`src/sv/cim_pkg.sv`:
```
`timescale 1ns / 1ps
// Package for the coverage interval merger: field widths, register indexes,
// the queue entry type and the operation codes. No dependencies.
package cim_pkg;

	// Field widths.
	localparam int SEQ_W    = 16;
	localparam int COORD_W  = 31;
	localparam int FIN_W    = 32;
	localparam int PLOIDY_W = 8;

	// Configuration port.
	localparam int CFG_IDX_W  = 2;
	localparam int CFG_DATA_W = 31;

	typedef logic [CFG_IDX_W-1:0] cfg_idx_t;

	localparam cfg_idx_t REG_DEPTH_THRESHOLD = 2'd0;
	localparam cfg_idx_t REG_MERGE_ENABLE    = 2'd1;
	localparam cfg_idx_t REG_GAP_DISTANCE    = 2'd2;

	localparam logic [COORD_W-1:0] DEPTH_RESET = 31'd10;

	// Queue between the front and the back.
	localparam int QDEPTH = 4;
	localparam int QAW    = $clog2(QDEPTH);
	localparam int QCW    = $clog2(QDEPTH + 1);

	// What the back does with a queued transaction.
	typedef enum logic [1:0] {
		OP_PASS,
		OP_MERGE,
		OP_FLUSH
	} cim_op_t;

	typedef struct packed {
		cim_op_t                op;
		logic [SEQ_W-1:0]       seq;
		logic [COORD_W-1:0]     pos;
		logic [FIN_W-1:0]       fin;
		logic [PLOIDY_W-1:0]    ploidy;
	} cim_entry_t;

	// Queue handshake seen from the back.
	typedef struct packed {
		logic       valid;
		cim_entry_t head;
	} cim_qhead_t;

endpackage

```
`src/sv/cim_rec_if.sv`:
```
`timescale 1ns / 1ps
// Input stream interface: one genomic record or flush command per transaction.
// Uses cim_pkg for the field widths.
interface cim_rec_if;
	logic                            valid;
	logic                            ready;
	logic                            command;
	logic [cim_pkg::SEQ_W-1:0]       sequence_id;
	logic [cim_pkg::COORD_W-1:0]     position;
	logic [cim_pkg::COORD_W-1:0]     span_length;
	logic [cim_pkg::COORD_W-1:0]     read_depth;
	logic [cim_pkg::PLOIDY_W-1:0]    ploidy;

	modport source (
		output valid, command, sequence_id, position, span_length, read_depth, ploidy,
		input  ready
	);
	modport sink (
		input  valid, command, sequence_id, position, span_length, read_depth, ploidy,
		output ready
	);
endinterface

```
`src/sv/cim_ivl_if.sv`:
```
`timescale 1ns / 1ps
// Output stream interface: one emitted interval per transaction.
// Uses cim_pkg for the field widths.
interface cim_ivl_if;
	logic                            valid;
	logic                            ready;
	logic [cim_pkg::SEQ_W-1:0]       out_sequence_id;
	logic [cim_pkg::COORD_W-1:0]     out_start;
	logic [cim_pkg::FIN_W-1:0]       out_end;
	logic [cim_pkg::PLOIDY_W-1:0]    out_ploidy;

	modport source (
		output valid, out_sequence_id, out_start, out_end, out_ploidy,
		input  ready
	);
	modport sink (
		input  valid, out_sequence_id, out_start, out_end, out_ploidy,
		output ready
	);
endinterface

```
`src/sv/cim_front.sv`:
```
`timescale 1ns / 1ps
// Front end: accepts input transactions, drops shallow records, computes the
// record end and classifies each kept transaction. Depends on cim_pkg, cim_rec_if.
module cim_front (
	cim_rec_if.sink                     rec,
	input  logic [cim_pkg::COORD_W-1:0] depth_threshold,
	input  logic                        merge_enable,
	input  logic                        q_full,
	output logic                        push,
	output cim_pkg::cim_entry_t         push_entry
);
	import cim_pkg::*;

	logic keep;

	// Accept whenever the queue has room; flushes are always kept.
	assign rec.ready = !q_full;
	assign keep      = rec.command || (rec.read_depth >= depth_threshold);
	assign push      = rec.valid && rec.ready && keep;

	// Classify and build the queue entry.
	always_comb begin
		push_entry.seq    = rec.sequence_id;
		push_entry.pos    = rec.position;
		push_entry.fin    = {1'b0, rec.position} + {1'b0, rec.span_length};
		push_entry.ploidy = rec.ploidy;
		if (rec.command) begin
			push_entry.op = OP_FLUSH;
		end else if (merge_enable) begin
			push_entry.op = OP_MERGE;
		end else begin
			push_entry.op = OP_PASS;
		end
	end

endmodule

```
`src/sv/cim_queue.sv`:
```
`timescale 1ns / 1ps
// Short FIFO that decouples the classifying front from the window back end.
// Depends on cim_pkg.
module cim_queue (
	input  logic                clk,
	input  logic                arst_n,
	input  logic                push,
	input  cim_pkg::cim_entry_t push_entry,
	input  logic                pop,
	output logic                full,
	output cim_pkg::cim_qhead_t qhead
);
	import cim_pkg::*;

	cim_entry_t           entries_q [QDEPTH];
	logic [QAW-1:0]       wr_ptr_q;
	logic [QAW-1:0]       rd_ptr_q;
	logic [QCW-1:0]       count_q;

	assign full        = (count_q == QCW'(QDEPTH));
	assign qhead.valid = (count_q != '0);
	assign qhead.head  = entries_q[rd_ptr_q];

	// Entry storage, no reset needed.
	always_ff @(posedge clk) begin
		if (push) begin
			entries_q[wr_ptr_q] <= push_entry;
		end
	end

	// Pointers and fill count.
	always_ff @(posedge clk or negedge arst_n) begin
		if (!arst_n) begin
			wr_ptr_q <= '0;
			rd_ptr_q <= '0;
			count_q  <= '0;
		end else begin
			if (push) begin
				wr_ptr_q <= wr_ptr_q + 1'b1;
			end
			if (pop) begin
				rd_ptr_q <= rd_ptr_q + 1'b1;
			end
			if (push && !pop) begin
				count_q <= count_q + 1'b1;
			end else if (pop && !push) begin
				count_q <= count_q - 1'b1;
			end
		end
	end

`ifndef SYNTHESIS
	a_no_overflow: assert property (@(posedge clk) disable iff (!arst_n)
		!(push && full && !pop))
		else $error("queue written while full");
	a_no_underflow: assert property (@(posedge clk) disable iff (!arst_n)
		pop |-> qhead.valid)
		else $error("queue read while empty");
	a_count_range: assert property (@(posedge clk) disable iff (!arst_n)
		count_q <= QCW'(QDEPTH))
		else $error("queue fill count out of range");
`endif

endmodule

```
`src/sv/cim_back.sv`:
```
`timescale 1ns / 1ps
// Back end: holds the open window, merges or emits per queued transaction and
// drives the registered output stream. Depends on cim_pkg, cim_ivl_if.
module cim_back (
	input  logic                        clk,
	input  logic                        arst_n,
	input  cim_pkg::cim_qhead_t         qhead,
	input  logic [cim_pkg::COORD_W-1:0] gap_distance,
	output logic                        pop,
	cim_ivl_if.source                   ivl
);
	import cim_pkg::*;

	// Window state.
	logic                  win_open_q;
	logic [COORD_W-1:0]    win_begin_q;
	logic [FIN_W-1:0]      win_fin_q;
	logic [SEQ_W-1:0]      win_seq_q;
	logic [PLOIDY_W-1:0]   win_ploidy_q;

	// Output register.
	logic                  out_valid_q;
	logic [SEQ_W-1:0]      out_seq_q;
	logic [COORD_W-1:0]    out_start_q;
	logic [FIN_W-1:0]      out_end_q;
	logic [PLOIDY_W-1:0]   out_ploidy_q;

	logic                  out_free;
	logic                  too_far;
	logic                  breaks;
	logic                  emit;
	logic                  emit_window;
	logic                  win_load;
	logic                  win_grow;
	logic                  win_close;
	cim_entry_t            e;

	assign e        = qhead.head;
	assign out_free = !out_valid_q || ivl.ready;
	assign pop      = qhead.valid && out_free;

	// Gap test on a 33-bit sum so it cannot wrap.
	assign too_far = ({1'b0, win_fin_q} + {2'b0, gap_distance}) < {2'b0, e.pos};
	assign breaks  = (win_seq_q != e.seq) || (win_ploidy_q != e.ploidy) || too_far;

	// Decide what the popped transaction does.
	always_comb begin
		emit        = 1'b0;
		emit_window = 1'b0;
		win_load    = 1'b0;
		win_grow    = 1'b0;
		win_close   = 1'b0;
		if (pop) begin
			unique case (e.op)
				OP_FLUSH: begin
					emit        = win_open_q;
					emit_window = 1'b1;
					win_close   = 1'b1;
				end
				OP_PASS: begin
					emit = 1'b1;
				end
				OP_MERGE: begin
					if (!win_open_q) begin
						win_load = 1'b1;
					end else if (breaks) begin
						emit        = 1'b1;
						emit_window = 1'b1;
						win_load    = 1'b1;
					end else begin
						win_grow = 1'b1;
					end
				end
				default: begin
					emit = 1'b0;
				end
			endcase
		end
	end

	// Window open flag.
	always_ff @(posedge clk or negedge arst_n) begin
		if (!arst_n) begin
			win_open_q <= 1'b0;
		end else if (win_close) begin
			win_open_q <= 1'b0;
		end else if (win_load) begin
			win_open_q <= 1'b1;
		end
	end

	// Window contents.
	always_ff @(posedge clk) begin
		if (win_load) begin
			win_begin_q  <= e.pos;
			win_fin_q    <= e.fin;
			win_seq_q    <= e.seq;
			win_ploidy_q <= e.ploidy;
		end else if (win_grow) begin
			if (e.pos < win_begin_q) begin
				win_begin_q <= e.pos;
			end
			if (e.fin > win_fin_q) begin
				win_fin_q <= e.fin;
			end
		end
	end

	// Output valid.
	always_ff @(posedge clk or negedge arst_n) begin
		if (!arst_n) begin
			out_valid_q <= 1'b0;
		end else if (emit) begin
			out_valid_q <= 1'b1;
		end else if (ivl.ready) begin
			out_valid_q <= 1'b0;
		end
	end

	// Output payload.
	always_ff @(posedge clk) begin
		if (emit) begin
			if (emit_window) begin
				out_seq_q    <= win_seq_q;
				out_start_q  <= win_begin_q;
				out_end_q    <= win_fin_q;
				out_ploidy_q <= win_ploidy_q;
			end else begin
				out_seq_q    <= e.seq;
				out_start_q  <= e.pos;
				out_end_q    <= e.fin;
				out_ploidy_q <= e.ploidy;
			end
		end
	end

	assign ivl.valid           = out_valid_q;
	assign ivl.out_sequence_id = out_seq_q;
	assign ivl.out_start       = out_start_q;
	assign ivl.out_end         = out_end_q;
	assign ivl.out_ploidy      = out_ploidy_q;

`ifndef SYNTHESIS
	a_flush_closes: assert property (@(posedge clk) disable iff (!arst_n)
		(pop && e.op == OP_FLUSH) |=> !win_open_q)
		else $error("window still open after flush");
	a_window_order: assert property (@(posedge clk) disable iff (!arst_n)
		win_open_q |-> ({1'b0, win_begin_q} <= win_fin_q))
		else $error("open window ends before it starts");
	a_pass_emits: assert property (@(posedge clk) disable iff (!arst_n)
		(pop && e.op == OP_PASS) |=> out_valid_q)
		else $error("pass-through transaction produced no result");
	a_merge_opens: assert property (@(posedge clk) disable iff (!arst_n)
		(pop && e.op == OP_MERGE) |=> win_open_q)
		else $error("merge transaction left no open window");
`endif

endmodule

```
`src/sv/coverage_interval_merger.sv`:
```
`timescale 1ns / 1ps
// Top level of the coverage interval merger: configuration registers and the
// front, queue and back. Depends on cim_pkg, cim_rec_if, cim_ivl_if and submodules.
//
//   channel  direction  content
//   rec      in         record or flush command (valid/ready)
//   ivl      out        emitted interval (valid/ready)
//   cfg_*    in         register write: cfg_write, cfg_index, cfg_data
//
// One transaction per cycle is taken while the queue has room, and at most one
// result per cycle is delivered while ivl.ready is high. An accepted transaction
// waits in the queue; at its head, with the output free, it is compared with the
// window and the output register loaded. Reset clears the queue, the window and
// the output valid, and loads the register reset values. A stalled output holds
// its interval; the queue takes up to four transactions before rec.ready falls.
module coverage_interval_merger (
	input  logic                           clk,
	input  logic                           arst_n,
	cim_rec_if.sink                        rec,
	cim_ivl_if.source                      ivl,
	input  logic                           cfg_write,
	input  logic [cim_pkg::CFG_IDX_W-1:0]  cfg_index,
	input  logic [cim_pkg::CFG_DATA_W-1:0] cfg_data
);
	import cim_pkg::*;

	logic [COORD_W-1:0] depth_threshold_q;
	logic               merge_enable_q;
	logic [COORD_W-1:0] gap_distance_q;

	logic               push;
	cim_entry_t         push_entry;
	logic               pop;
	logic               q_full;
	cim_qhead_t         qhead;

	// Configuration registers; unknown indexes are ignored.
	always_ff @(posedge clk or negedge arst_n) begin
		if (!arst_n) begin
			depth_threshold_q <= DEPTH_RESET;
			merge_enable_q    <= 1'b1;
			gap_distance_q    <= '0;
		end else if (cfg_write) begin
			unique case (cfg_index)
				REG_DEPTH_THRESHOLD: depth_threshold_q <= cfg_data[COORD_W-1:0];
				REG_MERGE_ENABLE:    merge_enable_q    <= cfg_data[0];
				REG_GAP_DISTANCE:    gap_distance_q    <= cfg_data[COORD_W-1:0];
				default: begin
					merge_enable_q <= merge_enable_q;
				end
			endcase
		end
	end

	cim_front u_front (
		.rec             (rec),
		.depth_threshold (depth_threshold_q),
		.merge_enable    (merge_enable_q),
		.q_full          (q_full),
		.push            (push),
		.push_entry      (push_entry)
	);

	cim_queue u_queue (
		.clk        (clk),
		.arst_n     (arst_n),
		.push       (push),
		.push_entry (push_entry),
		.pop        (pop),
		.full       (q_full),
		.qhead      (qhead)
	);

	cim_back u_back (
		.clk          (clk),
		.arst_n       (arst_n),
		.qhead        (qhead),
		.gap_distance (gap_distance_q),
		.pop          (pop),
		.ivl          (ivl)
	);

endmodule
```
`src/flat_wrapper.sv`:
```
// flat-port wrapper written by rule: the top's interface ports become plain ports
module coverage_interval_merger_flat import cim_pkg::*;
  (clk, arst_n, cfg_write, cfg_index, cfg_data, rec_valid, rec_command, rec_sequence_id, rec_position, rec_span_length, rec_read_depth, rec_ploidy, rec_ready, ivl_valid, ivl_out_sequence_id, ivl_out_start, ivl_out_end, ivl_out_ploidy, ivl_ready);
  cim_rec_if rec_i ();
  cim_ivl_if ivl_i ();
  input  logic clk;
  input  logic arst_n;
  input  logic cfg_write;
  input  logic [cim_pkg::CFG_IDX_W-1:0] cfg_index;
  input  logic [cim_pkg::CFG_DATA_W-1:0] cfg_data;
  input wire logic [$bits(rec_i.valid)-1:0] rec_valid;
  input wire logic [$bits(rec_i.command)-1:0] rec_command;
  input wire logic [$bits(rec_i.sequence_id)-1:0] rec_sequence_id;
  input wire logic [$bits(rec_i.position)-1:0] rec_position;
  input wire logic [$bits(rec_i.span_length)-1:0] rec_span_length;
  input wire logic [$bits(rec_i.read_depth)-1:0] rec_read_depth;
  input wire logic [$bits(rec_i.ploidy)-1:0] rec_ploidy;
  output wire logic [$bits(rec_i.ready)-1:0] rec_ready;
  output wire logic [$bits(ivl_i.valid)-1:0] ivl_valid;
  output wire logic [$bits(ivl_i.out_sequence_id)-1:0] ivl_out_sequence_id;
  output wire logic [$bits(ivl_i.out_start)-1:0] ivl_out_start;
  output wire logic [$bits(ivl_i.out_end)-1:0] ivl_out_end;
  output wire logic [$bits(ivl_i.out_ploidy)-1:0] ivl_out_ploidy;
  input wire logic [$bits(ivl_i.ready)-1:0] ivl_ready;
  assign rec_i.valid = rec_valid;
  assign rec_i.command = rec_command;
  assign rec_i.sequence_id = rec_sequence_id;
  assign rec_i.position = rec_position;
  assign rec_i.span_length = rec_span_length;
  assign rec_i.read_depth = rec_read_depth;
  assign rec_i.ploidy = rec_ploidy;
  assign rec_ready = rec_i.ready;
  assign ivl_valid = ivl_i.valid;
  assign ivl_out_sequence_id = ivl_i.out_sequence_id;
  assign ivl_out_start = ivl_i.out_start;
  assign ivl_out_end = ivl_i.out_end;
  assign ivl_out_ploidy = ivl_i.out_ploidy;
  assign ivl_i.ready = ivl_ready;
  coverage_interval_merger u_core (.clk(clk), .arst_n(arst_n), .rec(rec_i), .ivl(ivl_i), .cfg_write(cfg_write), .cfg_index(cfg_index), .cfg_data(cfg_data));
endmodule
```
`config.mk`:
```
export PLATFORM = sky130hd
export DESIGN_NAME = coverage_interval_merger_flat
export DESIGN_NICKNAME = d
export VERILOG_FILES = /design/src/sv/cim_pkg.sv /design/src/sv/cim_rec_if.sv /design/src/sv/cim_ivl_if.sv /design/src/sv/cim_front.sv /design/src/sv/cim_queue.sv /design/src/sv/cim_back.sv /design/src/sv/coverage_interval_merger.sv /design/src/flat_wrapper.sv
export SDC_FILE = /design/constraint.sdc
export NUM_CORES = 1
export LEC_CHECK = 0
export BUFFER_PORTS_ARGS = -buffer_cell sky130_fd_sc_hd__buf_4
export CAP_MARGIN = 20
export CELL_PAD_IN_SITES_DETAIL_PLACEMENT = 1
export CELL_PAD_IN_SITES_GLOBAL_PLACEMENT = 1
export CORE_ASPECT_RATIO = 1.1
export CORE_MARGIN = 2
export CORE_UTILIZATION = 35
export CTS_CLUSTER_SIZE = 20
export DETAILED_ROUTE_END_ITERATION = 16
export PLACE_DENSITY = 0.64
export SLEW_MARGIN = 20
export SYNTH_ARGS = -nofsm -noshare
export SYNTH_HDL_FRONTEND = slang
export SYNTH_SLANG_ARGS = --single-unit
```
`constraint.sdc`:
```
create_clock -name clk -period 12.1 [get_ports clk]
set_input_delay 2.42 -clock clk [delete_from_list [all_inputs] [get_ports clk]]
set_output_delay 2.42 -clock clk [all_outputs]
set_load 0.1 [all_outputs]
```
==> run_results.csv <==
group,metric,value,unit
sta,slew_headroom,26.8,%
clock_tree,clock_sinks,602,
routing,firstDrtPassIters,5,
clock_tree,cts_setup_buffers,0,
clock_tree,worstSkewPairLatency,0.66,ns
layout,final_cell_mix,"edfxtp_1 (530), buf_4 (257), ha_1 (194), inv_1 (155), a21oi_1 (93)",
routing,drt_wl_total,71.6,mm
pwr,p_per_area,303,nW/um^2
setup_path,crit-reg2reg-launch,"u_core.u_back.win_fin_q[0]",
clock_tree,numCtsBuffers,61,
global_routing,grt_pass1_vias,17800,
global_routing,grt_overflow,0,
setup_path,crit_fanout,31,
setup_path,critical_path_buf_inv_count,0,
layout,regArea,17700,sq um
sta,fin_hold_ws,0.517,ns
synthesis,ys_seq_area_share,62.5,%
clock_tree,cts.clk_slew.worst_paths,0.06,ns
clock_tree,clock-root-buffer,"clkbuf_16",
sta,finalCritPeriodShare,58.5,%
layout,multi_input_area,9820,sq um
placement,hpwlAfterDp,52.6,mm
layout,final_layout_size_suffix_gt1_share,24.4,%
routing,vias_per_cell,5.04,
pwr,total_power,10100,uW
synthesis,synth_edf_count,530,
sta,hold_viol_final,0,
pwr,ir_drop,0.197,mV
placement,gp_congestion,0.853,
synthesis,synth-seq-cells,602,
sta,skew,0.0593,ns
setup_path,crit_chain,"ha_1, fa_1, a21o_1, a211o_1, a211oi_1, o31ai_1, and4_1, a31o_2, a21o_1, a21oi_1, xnor2_1, ha_1, nand4_1, nor4_1, a221oi_1, o21ai_0, a311oi_1, o2111ai_1, a41oi_2, a21oi_1, a21oi_4, a31o_2",
global_routing,antenna_found_initial,1,
layout,area_delta_synth_final,17.7,%
routing,antenna_left,0,
sta,finalSetupTns,0,ns
layout,nNetsFinal,2466,
synthesis,synth_flop_cell,"edfxtp_1",
floorplan,initial_core_util,35.3,%
sta,grt_setup_unrepaired,"no",
setup_path,slowest_delay,0.82,ns
floorplan,dieArea,83300,sq um
clock_tree,htree_levels,2,
outcome,status,"complete, no violations",
floorplan,core,80300,sq um
setup_path,required,12.33,ns
synthesis,netlist_area,28300,sq um
clock_tree,hold_buffers,0,
setup_path,crit_type,"reg2reg",
floorplan,ios,245,
placement,io_buffers,244,
setup_path,worst_setup_path_start_kind,"register",
pwr,p_leak,0.0128,uW
layout,final_common_cell,"edfxtp_1",
synthesis,syn_avg_cell_area,15.5,sq um
setup_path,slowest_stage,"a21oi_4",
setup_path,cp-end-kind,"register",
min_path,hold_start,"u_core.depth_threshold_q[3]",
sta,worst_pin_slew,1.08,ns
synthesis,syn_inst,1830,
sta,setup_viol,0,
floorplan,die_width,275,um
setup_path,crit_start,"u_core.u_back.win_fin_q[0]",
synthesis,synthArstFlopShare,12.0,%
setup_path,crit_family,"compound AO/OA/AOI/OAI gates",
global_routing,track_usage,17.2,%
synthesis,synth_warnings,0,
floorplan,rows,109,
flow_run,max_cap_violations,0,
sta,post-route-min-period,7.08,ns
global_routing,grt_pass1_wl,107,mm
sta,drv_slew,0,
clock_tree,clockBufferDepth,3,
synthesis,synthDistinctLibCells,64,
clock_tree,ctsResizeCount,0,
routing,wl_per_cell,22.3,um
synthesis,synth.net_count,2183,
sta,max_freq,0.141,GHz
layout,fillers,8023,
floorplan,die_y,302,um
routing,drt_iter0_drc,895,
routing,drc,0,
global_routing,grt_start_max_net_pins,62,
clock_tree,cts_tree,"done",
routing,num_vias,16200,
min_path,hp-class,"reg2reg",
setup_path,cp.arrival,7.32,ns
==> worst paths after layout <==
kind	to	slack, ns	depth (start not counted)
worst min-delay path	u_core.depth_threshold_q[3]	0.52	2
worst max register to register	u_core.u_back.win_begin_q[0]	5.02	22
min in group asynchronous	u_core.depth_threshold_q[4]	1.66	1
worst max-delay path	u_core.u_back.win_begin_q[0]	5.02	22
worst min register to register	u_core.depth_threshold_q[3]	0.52	2
max in group asynchronous	u_core.u_queue.rd_ptr_q[1]	9.30	2
==> sequential cells by signal, indices dropped and copies added, names as in the netlist <==
name and count:
u_core.u_back.ivl.out_ploidy 8, u_core.gap_distance_q 31, u_core.u_back.ivl.out_sequence_id 16, u_core.merge_enable_q 1, u_core.u_back.win_open_q 1, u_core.depth_threshold_q 31, u_core.u_back.ivl.out_end 32, u_core.u_queue.wr_ptr_q 2
u_core.u_back.win_ploidy_q 8, u_core.u_back.win_fin_q 32, u_core.u_back.win_begin_q 31, u_core.u_back.ivl.out_start 31, u_core.u_queue.count_q 3, u_core.u_back.win_seq_q 16, u_core.u_back.ivl.valid 1, u_core.u_queue.entries_q 356
u_core.u_queue.rd_ptr_q 2
==> report_power, final <==
group | switching [uW] | leakage (uW) | internal (uW) | total (uW)
combinational | 3220 | 0.00614 | 1640 | 4860
clock | 806 | 0.000943 | 1020 | 1830
sequential | 311 | 0.00572 | 3100 | 3410
total | 4330 | 0.0128 | 5770 | 10100
==> worst register-to-register path, stage by stage (launching register included) <==
cell,delay (ns)
edfxtp_1,0.42
ha_1,0.27
fa_1,0.41
a21o_1,0.21
a211o_1,0.34
a211oi_1,0.37
o31ai_1,0.22
and4_1,0.28
a31o_2,0.31
a21o_1,0.19
a21oi_1,0.20
xnor2_1,0.15
ha_1,0.27
nand4_1,0.14
nor4_1,0.09
a221oi_1,0.24
o21ai_0,0.14
a311oi_1,0.22
o2111ai_1,0.17
a41oi_2,0.23
a21oi_1,0.20
a21oi_4,0.82
a31o_2,0.77
==> cells in the mapped netlist, drive strengths merged, types with 5 or more instances <==
master | count | share of area, %
edfxtp | 530 | 56
ha | 194 | 8.6
inv | 155 | 2.1
a21oi | 94 | 1.7
mux2 | 93 | 3.9
mux4 | 89 | 7.3
o21ai | 83 | 1.5
nand2 | 75 | 1.0
dfrtp | 69 | 6.1
xnor2 | 55 | 1.7
a21o | 51 | 1.4
nor2 | 45 | 0.60
mux2i | 30 | 1.1
nand4 | 27 | 0.60
buf | 26 | 0.81
xor2 | 24 | 0.74
nor2b | 19 | 0.42
nand2b | 15 | 0.33
nand3 | 14 | 0.25
a211oi | 13 | 0.34
clkbuf | 12 | 0.16
o21bai | 11 | 0.29
o21a | 10 | 0.26
nor4 | 8 | 0.18
and2 | 7 | 0.15
and3 | 7 | 0.15
nor3 | 7 | 0.12
o211ai | 7 | 0.19
a221oi | 6 | 0.19
o31ai | 5 | 0.13
==> cells by family after synthesis <==
| logic type | synth area share (%) |
|---|---|
| mux | 12.2 |
| flops | 62.5 |
| xor+xnor | 2.44 |
| fa+ha+maj | 8.78 |
| buf+inv | 3.02 |
| simple gates | 4.11 |
| compound gates | 6.90 |
==> metal layers <==
layer  share of wire (%)  up-vias  GRT usage [%]
met5               0.022        -              0
met1                  43     8224           22.0
met3                 4.0      101           2.61
li1                    -     7616              -
met4                 2.9        2           5.32
met2                  50      284           29.9
==> stage by stage <==
stage | util [%] | instance area [sq um] | worst slack (ns) | std cells
after CTS | 41.5 | 33300 | 4.93 | 3217
after global routing | 41.5 | 33300 | 4.69 | 3217
final | 41.5 | 33400 | 5.02 | 3218
after detailed placement | 39.1 | 31400 | 4.79 | 3104
after floorplan | - | 28300 | 3.49 | 1830
after global placement | 39.1 | 31400 | 4.78 | 3103
==> layout make-up <==
type | count | share of cell area, %
Sequential cell | 602 | 53.2
Multi-Input combinational cell | 1035 | 29.4
Timing Repair Buffer | 258 | 5.85
Clock buffer | 77 | 4.91
Tap cell | 1054 | 3.95
Inverter | 155 | 1.74
Clock inverter | 36 | 0.949
Antenna cell | 1 | 0.00750
(Power assumes the default switching activity.)
